`config.mk`:
```
export PLATFORM = sky130hd
export DESIGN_NAME = lz_token_stream_encoder_top
export DESIGN_NICKNAME = d
export VERILOG_FILES = /design/src/rtl/core/lzte_pkg.sv /design/src/rtl/core/lz_token_stream_encoder_top.sv /design/src/rtl/core/lzte_encode.sv
export SDC_FILE = /design/constraint.sdc
export NUM_CORES = 1
export LEC_CHECK = 0
export BUFFER_PORTS_ARGS = -buffer_cell sky130_fd_sc_hd__buf_2
export CAP_MARGIN = 20
export CORE_MARGIN = 8
export CORE_UTILIZATION = 45
export DETAILED_ROUTE_END_ITERATION = 8
export HOLD_SLACK_MARGIN = 0.05
export PLACE_DENSITY = 0.64
export SLEW_MARGIN = 20
export SYNTH_ARGS = -nofsm -noshare
export SYNTH_HDL_FRONTEND = slang
export SYNTH_HIERARCHICAL = 1
export SYNTH_SLANG_ARGS = --single-unit
export TNS_END_PERCENT = 50
```
`constraint.sdc`:
```
create_clock -name clk_i -period 3.5 [get_ports clk_i]
set_input_delay 0.35 -clock clk_i [delete_from_list [all_inputs] [get_ports clk_i]]
set_output_delay 0.35 -clock clk_i [all_outputs]
set_load 0.01 [all_outputs]
```
`src/rtl/core/lzte_pkg.sv`:
```
package lzte_pkg;

  // Default limits for lengths and distances.
  localparam int unsigned MAX_RUN_DEF      = 16383;
  localparam int unsigned MAX_DISTANCE_DEF = 32767;

  // Field widths.
  localparam int unsigned PEND_W = 14;
  localparam int unsigned DATA_W = 16;
  localparam int unsigned OVH_W  = 17;

  // Input item modes.
  localparam logic [1:0] MODE_RUN = 2'd0;
  localparam logic [1:0] MODE_LIT = 2'd1;
  localparam logic [1:0] MODE_MATCH = 2'd2;
  localparam logic [1:0] MODE_END = 2'd3;

  // Result status codes.
  localparam logic [1:0] ST_OK       = 2'd0;
  localparam logic [1:0] ST_BAD_LEN  = 2'd1;
  localparam logic [1:0] ST_BAD_DIST = 2'd2;
  localparam logic [1:0] ST_UNANN    = 2'd3;

  // Stream state carried from item to item.
  typedef struct packed {
    logic [PEND_W-1:0] pending;
    logic [DATA_W-1:0] data_cnt;
    logic [OVH_W-1:0]  ovh_cnt;
  } stream_t;

  // Encoded bytes of one item, ready for serialization.
  typedef struct packed {
    logic [3:0][7:0]  bytes;
    logic [1:0]       last_idx;
    logic [1:0]       status;
    logic [DATA_W-1:0] data_total;
    logic [OVH_W-1:0]  ovh_total;
  } token_t;

endpackage

```
`src/rtl/core/lz_token_stream_encoder_top.sv`:
```
// The first byte of an item passes from the token register to the output register after acceptance.
// Throughput: one output byte per cycle while out_ready_i is not held low; an item has 1 to 4 bytes.
// Items of one byte each are taken every cycle while the output is not stalled; the byte serializer sets the rate.
// Reset clears all valid flags, the pending literal count and the data count,
// and sets the overhead count to one for the end mark.
module lz_token_stream_encoder_top #(
  parameter int unsigned MaxRun      = lzte_pkg::MAX_RUN_DEF,
  parameter int unsigned MaxDistance = lzte_pkg::MAX_DISTANCE_DEF
) (
  input  logic        clk_i,
  input  logic        rst_ni,
  input  logic        in_valid_i,
  output logic        in_ready_o,
  input  logic [1:0]  mode_i,
  input  logic [15:0] item_length_i,
  input  logic [15:0] match_distance_i,
  input  logic [7:0]  literal_value_i,
  output logic        out_valid_o,
  input  logic        out_ready_i,
  output logic [7:0]  out_byte_o,
  output logic        last_of_item_o,
  output logic [1:0]  status_o,
  output logic [15:0] data_total_o,
  output logic [16:0] overhead_total_o
);

  lzte_pkg::stream_t stream_q, stream_d;
  lzte_pkg::token_t  tok_q, tok_d;
  logic              tok_valid_q;
  logic [1:0]        idx_q;
  logic              out_valid_q;
  logic              in_accept;
  logic              out_load;
  logic              load_last;

  // Item encoder in front of the token register.
  lzte_encode #(
    .MaxRun      (MaxRun),
    .MaxDistance (MaxDistance)
  ) u_encode (
    .mode_i           (mode_i),
    .item_length_i    (item_length_i),
    .match_distance_i (match_distance_i),
    .literal_value_i  (literal_value_i),
    .state_i          (stream_q),
    .state_o          (stream_d),
    .token_o          (tok_d)
  );

  // Handshake: the output register takes a byte whenever it is free or drained.
  assign out_load   = tok_valid_q && (!out_valid_q || out_ready_i);
  assign load_last  = out_load && (idx_q == tok_q.last_idx);
  assign in_ready_o = !tok_valid_q || load_last;
  assign in_accept  = in_valid_i && in_ready_o;

  // Control state and stream state.
  always_ff @(posedge clk_i or negedge rst_ni) begin
    if (!rst_ni) begin
      stream_q    <= '{pending: '0, data_cnt: '0, ovh_cnt: lzte_pkg::OVH_W'(1)};
      tok_valid_q <= 1'b0;
      idx_q       <= 2'd0;
      out_valid_q <= 1'b0;
    end else begin
      if (in_accept) begin
        stream_q <= stream_d;
      end
      if (in_accept) begin
        tok_valid_q <= 1'b1;
      end else if (load_last) begin
        tok_valid_q <= 1'b0;
      end
      if (load_last) begin
        idx_q <= 2'd0;
      end else if (out_load) begin
        idx_q <= idx_q + 2'd1;
      end
      if (out_load) begin
        out_valid_q <= 1'b1;
      end else if (out_ready_i) begin
        out_valid_q <= 1'b0;
      end
    end
  end

  // Payload registers: encoded token and the output byte with its fields.
  always_ff @(posedge clk_i) begin
    if (in_accept) begin
      tok_q <= tok_d;
    end
    if (out_load) begin
      out_byte_o       <= tok_q.bytes[idx_q];
      last_of_item_o   <= (idx_q == tok_q.last_idx);
      status_o         <= tok_q.status;
      data_total_o     <= tok_q.data_total;
      overhead_total_o <= tok_q.ovh_total;
    end
  end

  assign out_valid_o = out_valid_q;

  // An error result always stands alone as the last byte of its item.
  assert property (@(posedge clk_i) disable iff (!rst_ni)
    out_valid_o && (status_o != lzte_pkg::ST_OK) |-> last_of_item_o)
    else $error("error result not marked as last of item");

  // Totals appear only on the final byte of an item.
  assert property (@(posedge clk_i) disable iff (!rst_ni)
    out_valid_o && !last_of_item_o |-> (data_total_o == '0) && (overhead_total_o == '0))
    else $error("totals on a non-final byte");

  // The serializer index never runs past the token's last byte.
  assert property (@(posedge clk_i) disable iff (!rst_ni)
    tok_valid_q |-> (idx_q <= tok_q.last_idx))
    else $error("serializer index beyond token length");

  // The overhead count always includes the end mark.
  assert property (@(posedge clk_i) disable iff (!rst_ni)
    stream_q.ovh_cnt != '0)
    else $error("overhead count lost the end mark");

  // A new item is never taken while the current token still has bytes left.
  assert property (@(posedge clk_i) disable iff (!rst_ni)
    in_accept && tok_valid_q |-> load_last)
    else $error("token register overwritten before drained");

endmodule

```
`src/rtl/core/lzte_encode.sv`:
```
module lzte_encode #(
  parameter int unsigned MaxRun      = lzte_pkg::MAX_RUN_DEF,
  parameter int unsigned MaxDistance = lzte_pkg::MAX_DISTANCE_DEF
) (
  input  logic [1:0]        mode_i,
  input  logic [15:0]       item_length_i,
  input  logic [15:0]       match_distance_i,
  input  logic [7:0]        literal_value_i,
  input  lzte_pkg::stream_t state_i,
  output lzte_pkg::stream_t state_o,
  output lzte_pkg::token_t  token_o
);

  logic        len_bad;
  logic        dist_bad;
  logic        len_short;
  logic        off_short;
  logic        flag;
  logic [7:0]  len_b0;
  logic [7:0]  len_b1;
  logic [15:0] neg;
  logic [7:0]  off_b0;
  logic [7:0]  off_b1;
  logic [2:0]  n_tok;
  logic [17:0] ovh_sum;

  // Range checks on the length and distance fields.
  assign len_bad  = (item_length_i == 16'd0) || (item_length_i > 16'(MaxRun));
  assign dist_bad = (match_distance_i == 16'd0) ||
                    (match_distance_i > 16'(MaxDistance));

  // Length token: one byte below 64, otherwise a flagged high byte and a low byte.
  assign len_short = item_length_i < 16'd64;
  assign flag      = (mode_i == lzte_pkg::MODE_MATCH);
  assign len_b0    = len_short ? {item_length_i[6:0], flag}
                               : {1'b1, item_length_i[13:8], flag};
  assign len_b1    = item_length_i[7:0];

  // Offset token from the negated distance.
  assign neg       = 16'd0 - match_distance_i;
  assign off_short = match_distance_i < 16'd128;
  assign off_b0    = off_short ? {neg[6:0], 1'b0} : {neg[14:8], 1'b1};
  assign off_b1    = neg[7:0];

  // Token bytes of this item, for the saturating overhead count.
  assign n_tok   = (mode_i == lzte_pkg::MODE_MATCH)
                 ? 3'd2 + {2'b00, ~len_short} + {2'b00, ~off_short}
                 : 3'd1 + {2'b00, ~len_short};
  assign ovh_sum = {1'b0, state_i.ovh_cnt} + 18'(n_tok);

  // Encode one item and work out the next stream state.
  always_comb begin
    token_o = '0;
    state_o = state_i;
    unique case (mode_i)
      lzte_pkg::MODE_RUN: begin
        if (len_bad) begin
          token_o.status = lzte_pkg::ST_BAD_LEN;
        end else begin
          token_o.bytes[0] = len_b0;
          token_o.bytes[1] = len_b1;
          token_o.last_idx = len_short ? 2'd0 : 2'd1;
          state_o.pending  = item_length_i[lzte_pkg::PEND_W-1:0];
          state_o.ovh_cnt  = ovh_sum[17] ? '1 : ovh_sum[lzte_pkg::OVH_W-1:0];
        end
      end
      lzte_pkg::MODE_LIT: begin
        if (state_i.pending == '0) begin
          token_o.status = lzte_pkg::ST_UNANN;
        end else begin
          token_o.bytes[0] = literal_value_i;
          state_o.pending  = state_i.pending - 1'b1;
          if (state_i.data_cnt != '1) begin
            state_o.data_cnt = state_i.data_cnt + 1'b1;
          end
        end
      end
      lzte_pkg::MODE_MATCH: begin
        if (len_bad) begin
          token_o.status = lzte_pkg::ST_BAD_LEN;
        end else if (dist_bad) begin
          token_o.status = lzte_pkg::ST_BAD_DIST;
        end else begin
          token_o.bytes[0] = len_b0;
          if (len_short) begin
            token_o.bytes[1] = off_b0;
            token_o.bytes[2] = off_b1;
            token_o.last_idx = off_short ? 2'd1 : 2'd2;
          end else begin
            token_o.bytes[1] = len_b1;
            token_o.bytes[2] = off_b0;
            token_o.bytes[3] = off_b1;
            token_o.last_idx = off_short ? 2'd2 : 2'd3;
          end
          state_o.ovh_cnt = ovh_sum[17] ? '1 : ovh_sum[lzte_pkg::OVH_W-1:0];
        end
      end
      lzte_pkg::MODE_END: begin
        token_o.data_total = state_i.data_cnt;
        token_o.ovh_total  = state_i.ovh_cnt;
        state_o.pending    = '0;
        state_o.data_cnt   = '0;
        state_o.ovh_cnt    = lzte_pkg::OVH_W'(1);
      end
      default: begin
        token_o = '0;
      end
    endcase
  end

endmodule
```
* Word level (Yosys, flattened, before mapping) *
Cells that the tools add are included.

word-level totals
  register bits = 164

operators by class
  bitwise gates (word level) = 3
  add/sub/neg operators = 8
  multiplexer cells = 38
  equality and inequality tests = 10
  order comparisons = 5
  reduce and logical (&&, ||, !) cells = 24

operator list
  kind                                                             count
  2-to-1 mux 17 bit                                                4
  2-to-1 mux 18 bit                                                3
  one-hot mux 17 bit (3 select lines)                              1
  one-hot mux 14 bit (3 select lines)                              1
  zero test 16 bit                                                 2
  2-to-1 mux 16 bit                                                2
  2-to-1 mux 8 bit                                                 4
  one-hot mux 16 bit (2 select lines)                              1
  2-to-1 mux 30 bit                                                1
  one-hot mux 8 bit (3 select lines)                               1
  adder 17 x 3 -> 18 bit                                           1
  adder 16 x 1 -> 16 bit, second input constant                    1
  binary-select mux 8 bit (select 2 bit)                           1
  greater-than comparator 16 x 14 -> 1 bit, second input constant  1
  greater-than comparator 16 x 15 -> 1 bit, second input constant  1
  < comparator 16 x 7 -> 1 bit, second input constant              1
  < comparator 16 x 8 -> 1 bit, second input constant              1
  inequality test 16 bit, second input constant                    1
  one-hot mux 8 bit (2 select lines)                               1
  subtractor 1 x 15 -> 15 bit, first input constant                1
  zero test 14 bit                                                 1
  2-to-1 mux 14 bit                                                1
  2-to-1 mux 2 bit                                                 7
  subtractor 14 x 1 -> 14 bit, second input constant               1
  25 further kinds                                                 48

* Depth between registers and ports, before layout *
  depth after elaboration = 10
  depth in mapped cells = 16
  gate-level depth less buffers = 15

* Modules after synthesis *
Netlist, hierarchy kept.

modules (own cells, without submodules)
  module                       cells an instance  area an instance (um^2)  sequential area each (um^2)  times used
  lz_token_stream_encoder_top  492                7148.1                   4670.7                       1
  lzte_encode                  491                3150.5                   0.0                          1

* Worst setup path after synthesis *
Ideal clock, no wire load.

  path kind = input port to flip-flop
  start point = input match_distance_i[8]
  end point = register stream_q[16] (netlist bit)
  data arrival time = 3.321 ns
  slack = 0.041 ns
  cell stages on the path = 15
  setup time = 0.138 ns
  buffers on the path = 0
  path through = nor3_1 > nand3_1 > ha_1 > nand2_1 > o21ai_0 > ha_1 > inv_1 > fa_1 > nor2b_1 > o21a_1 > nand4_1 > a2111oi_0 > a211oi_1 > a221oi_1 > o211ai_1

RTL lines
  item                  line                               source
  from (decl)           lz_token_stream_encoder_top.sv:16  input logic [15:0] match_distance_i,
  to (signal assigned)  lz_token_stream_encoder_top.sv:59  stream_q <= '{pending: '0, data_cnt: '0, ovh_cnt: lzte_pkg::OVH_W'(1)};
  to (signal assigned)  lz_token_stream_encoder_top.sv:65  stream_q <= stream_d;
  to (decl)             lz_token_stream_encoder_top.sv:27  lzte_pkg::stream_t stream_q, stream_d;

==> impl_results.md <==
- Seq/Total Area, Yosys: 45.4%
- Area delta synth->final: 15.9%
- DR vias/cell: 6.63
- DR DRC count: 0
- Post-synth top cells: edfxtp_1, o211ai_1, clkbuf_1
- CP Capture Type: flip-flop
- Startpoint Class: primary input
- Max Cap Violations: 0
- Initial Util: 45.6%
- Power Total: 8640 µW
- Final Wtd Congestion: 0.903
- Gate Count Post-Synth: 983
- IO Port Bufs: 91
- Worst-path fanout max: 5
- Worst setup path class: primary input to flip-flop
- Outcome: complete, no violations
- Setup Viol. Count Final: 0
- Synthesized Nets: 1,038
- Max Clk Rate: 309 MHz
- CTS max path bufs: 2
- Total overflow reported by the global router: 0
- Final ANT Viol Nets: 0
- Netlist cell types: 86
- Router iterations before antenna repair: 6
- Leading area contributor after synthesis: edfxtp_1
- Largest net degree at the start of global routing: 64
- Most frequent cell after synthesis: edfxtp_1
- Number of flops mapped to enable cells by yosys: 113
- Total GRT Usage: 21.2%
- Dpl cell area: 0.0113 mm²
- Crit share post-route: 92.3%
- Clk_lat worst skew: 0.43 ns
- TritonCTS clock tree: done
- H-tree depth: 4
- DR WL/cell: 22.1 µm
- CTS root buf: clkbuf_16
- Largest cells by area after synthesis: edfxtp_1, dfrtp_1, o211ai_1, and4b_1, a221oi_1
- Asr flop ratio synth: 31.1%
- First-pass GRT wire length: 48.4 mm
- CTS buffer count: 17
- Min Hold Slack: 0.0531 ns
- Pwr Density: 724 mW/mm²
- Post-route cell area: 0.0119 mm²
- Tmin final: 3.23 ns
- Top-area cell type share of the netlist area: 32.9%
- Initial drt markers: 977
- Initial antenna violation count: 1
- Chip width: 167 µm
- Yosys reg bits: 164
- LEAKAGE: 0.00442 µW
- Post-Route WL: 30.3 mm
- Dpl hpwl: 19.0 mm
- Area of the core: 0.0226 mm²
- Layout cells sized above 1: 24.7%
- Io pins: 92
- Nets: 1,125
- Yosys warnings: 6
- Via count: 9,071
- Peak VDD IR: 0.365 mV
- Die ar.: 0.0280 mm²
- Worst EP arrival: 3.53 ns
- Final hold violations: 0
- Site Rows: 55
- Predominant post-synthesis flop cell: edfxtp_1
- Worst EP required: 3.80 ns
- Die Ht: 167 µm
- Hold WC Path Type: primary input to asynchronous set/reset pin
- RSZ-0062 raised after global routing: false
- Clock Skew: 0.0102 ns
- Worst-Margin Slew: 1.03 ns
- Setup TNS: 0 ns
- CTS sink cnt: 164
- Synth Cell Area: 0.0103 mm²
- Clock transition at path regs: 0.07 ns
- Syn_area_per_cell: 10.5 µm²
- Relative slew slack: 30.9%
- Max-slew violations: 0
- Number of global-route vias before repair: 8,824
==> path summary, 6_finish.rpt <==
check,depth (start not counted),from,slack [ns],to
min in group clk_i,3,literal_value_i[7],0.25,tok_q[44]
max reg2reg,8,stream_q[18],0.64,stream_q[25]
max,17,item_length_i[14],0.27,stream_q[16]
min,1,rst_ni,0.05,stream_q[11]
min reg2reg,0,tok_q[22],0.42,data_total_o[5]
max in group asynchronous,2,rst_ni,2.73,idx_q[1]
==> cell usage in the layout, fill, tap and decap left out, drive strengths merged, types with 10 or more instances in the layout <==
cell type | Yosys | layout
a211oi | 10 | 10
a21oi | 26 | 26
a221oi | 49 | 49
and3 | 32 | 32
and4b | 47 | 47
buf | 35 | 166
clkbuf | 62 | 18
dfrtp | 50 | 50
edfxtp | 113 | 113
inv | 23 | 31
nand2 | 60 | 60
nand3 | 17 | 17
nand4 | 62 | 62
nor2 | 48 | 48
nor3 | 13 | 13
nor4 | 13 | 13
o211ai | 96 | 96
o21ai | 32 | 32
o22ai | 12 | 12
o31ai | 11 | 11
or3 | 12 | 12
or4 | 11 | 11
xor2 | 13 | 13
==> logic make-up after synthesis <==
logic type	after synthesis	synth area share, %
AO/OA/AOI/OAI	304	22.6
XOR/XNOR	16	1.43
adder cells (fa/ha/maj)	9	1.17
buffers and inverters	122	5.54
flip-flops	164	45.4
multiplexers	16	2.54
AND/OR/NAND/NOR	352	21.3
==> registers in the layout, summed over array words and instances, names as in the netlist <==
name / count
stream_q: 47
overhead_total_o: 17
idx_q: 2
out_valid_o: 1
out_byte_o: 8
last_of_item_o: 1
data_total_o: 16
tok_valid_q: 1
tok_q: 69
status_o: 2
==> per-stage QoR <==
stage | util [%] | instances | setup WS (ns)
after floorplan | - | 983 | 0.0410
after global placement | 49.9 | 1334 | -0.244
after detailed placement | 49.9 | 1334 | -0.327
after CTS | 52.6 | 1366 | 0.0859
after global routing | 52.9 | 1369 | 0.0154
final | 52.9 | 1369 | 0.268
==> per-layer routing <==
metal,GRT usage [%],part of all wire (%),vias up
met4,7.49,1.9,0
met5,0,0,-
li1,-,-,4194
met3,4.70,7.2,41
met1,28.7,45,4454
met2,32.9,46,382
==> critical path, cell delays in order <==
cell       delay [ns]
buf_2            0.11
nor4_2           0.34
nand3_2          0.18
ha_1             0.33
nand2_1          0.06
o21ai_2          0.08
ha_2             0.19
inv_1            0.05
fa_1             0.41
nor2b_2          0.14
o21a_2           0.23
nand4_1          0.15
buf_4            0.18
a2111oi_4        0.28
a211oi_2         0.10
a221oi_2         0.23
o211ai_1         0.12
==> power breakdown <==
part / switching [µW] / internal (µW)
clock network: 841 / 1150
registers: 487 / 2700
logic: 2050 / 1410
==> repair_timing <==
action / 4_1_cts / 5_1_grt
buffers inserted: 0 / 2
setup endpoints to repair: 0 / 5
hold buffers: 0 / 0
resized for setup: 0 / 11
==> layout make-up <==
class | instances | area, µm²
flip-flops and latches | 164 | 4670
clock buffers | 18 | 429
multi-input cells | 697 | 5140
clock inverters | 14 | 186
inverters | 24 | 90.1
fillers | 2014 | 10600
well taps | 285 | 357
diodes | 1 | 2.50
repair buffers | 166 | 1060
(Power assumes the default switching activity.)
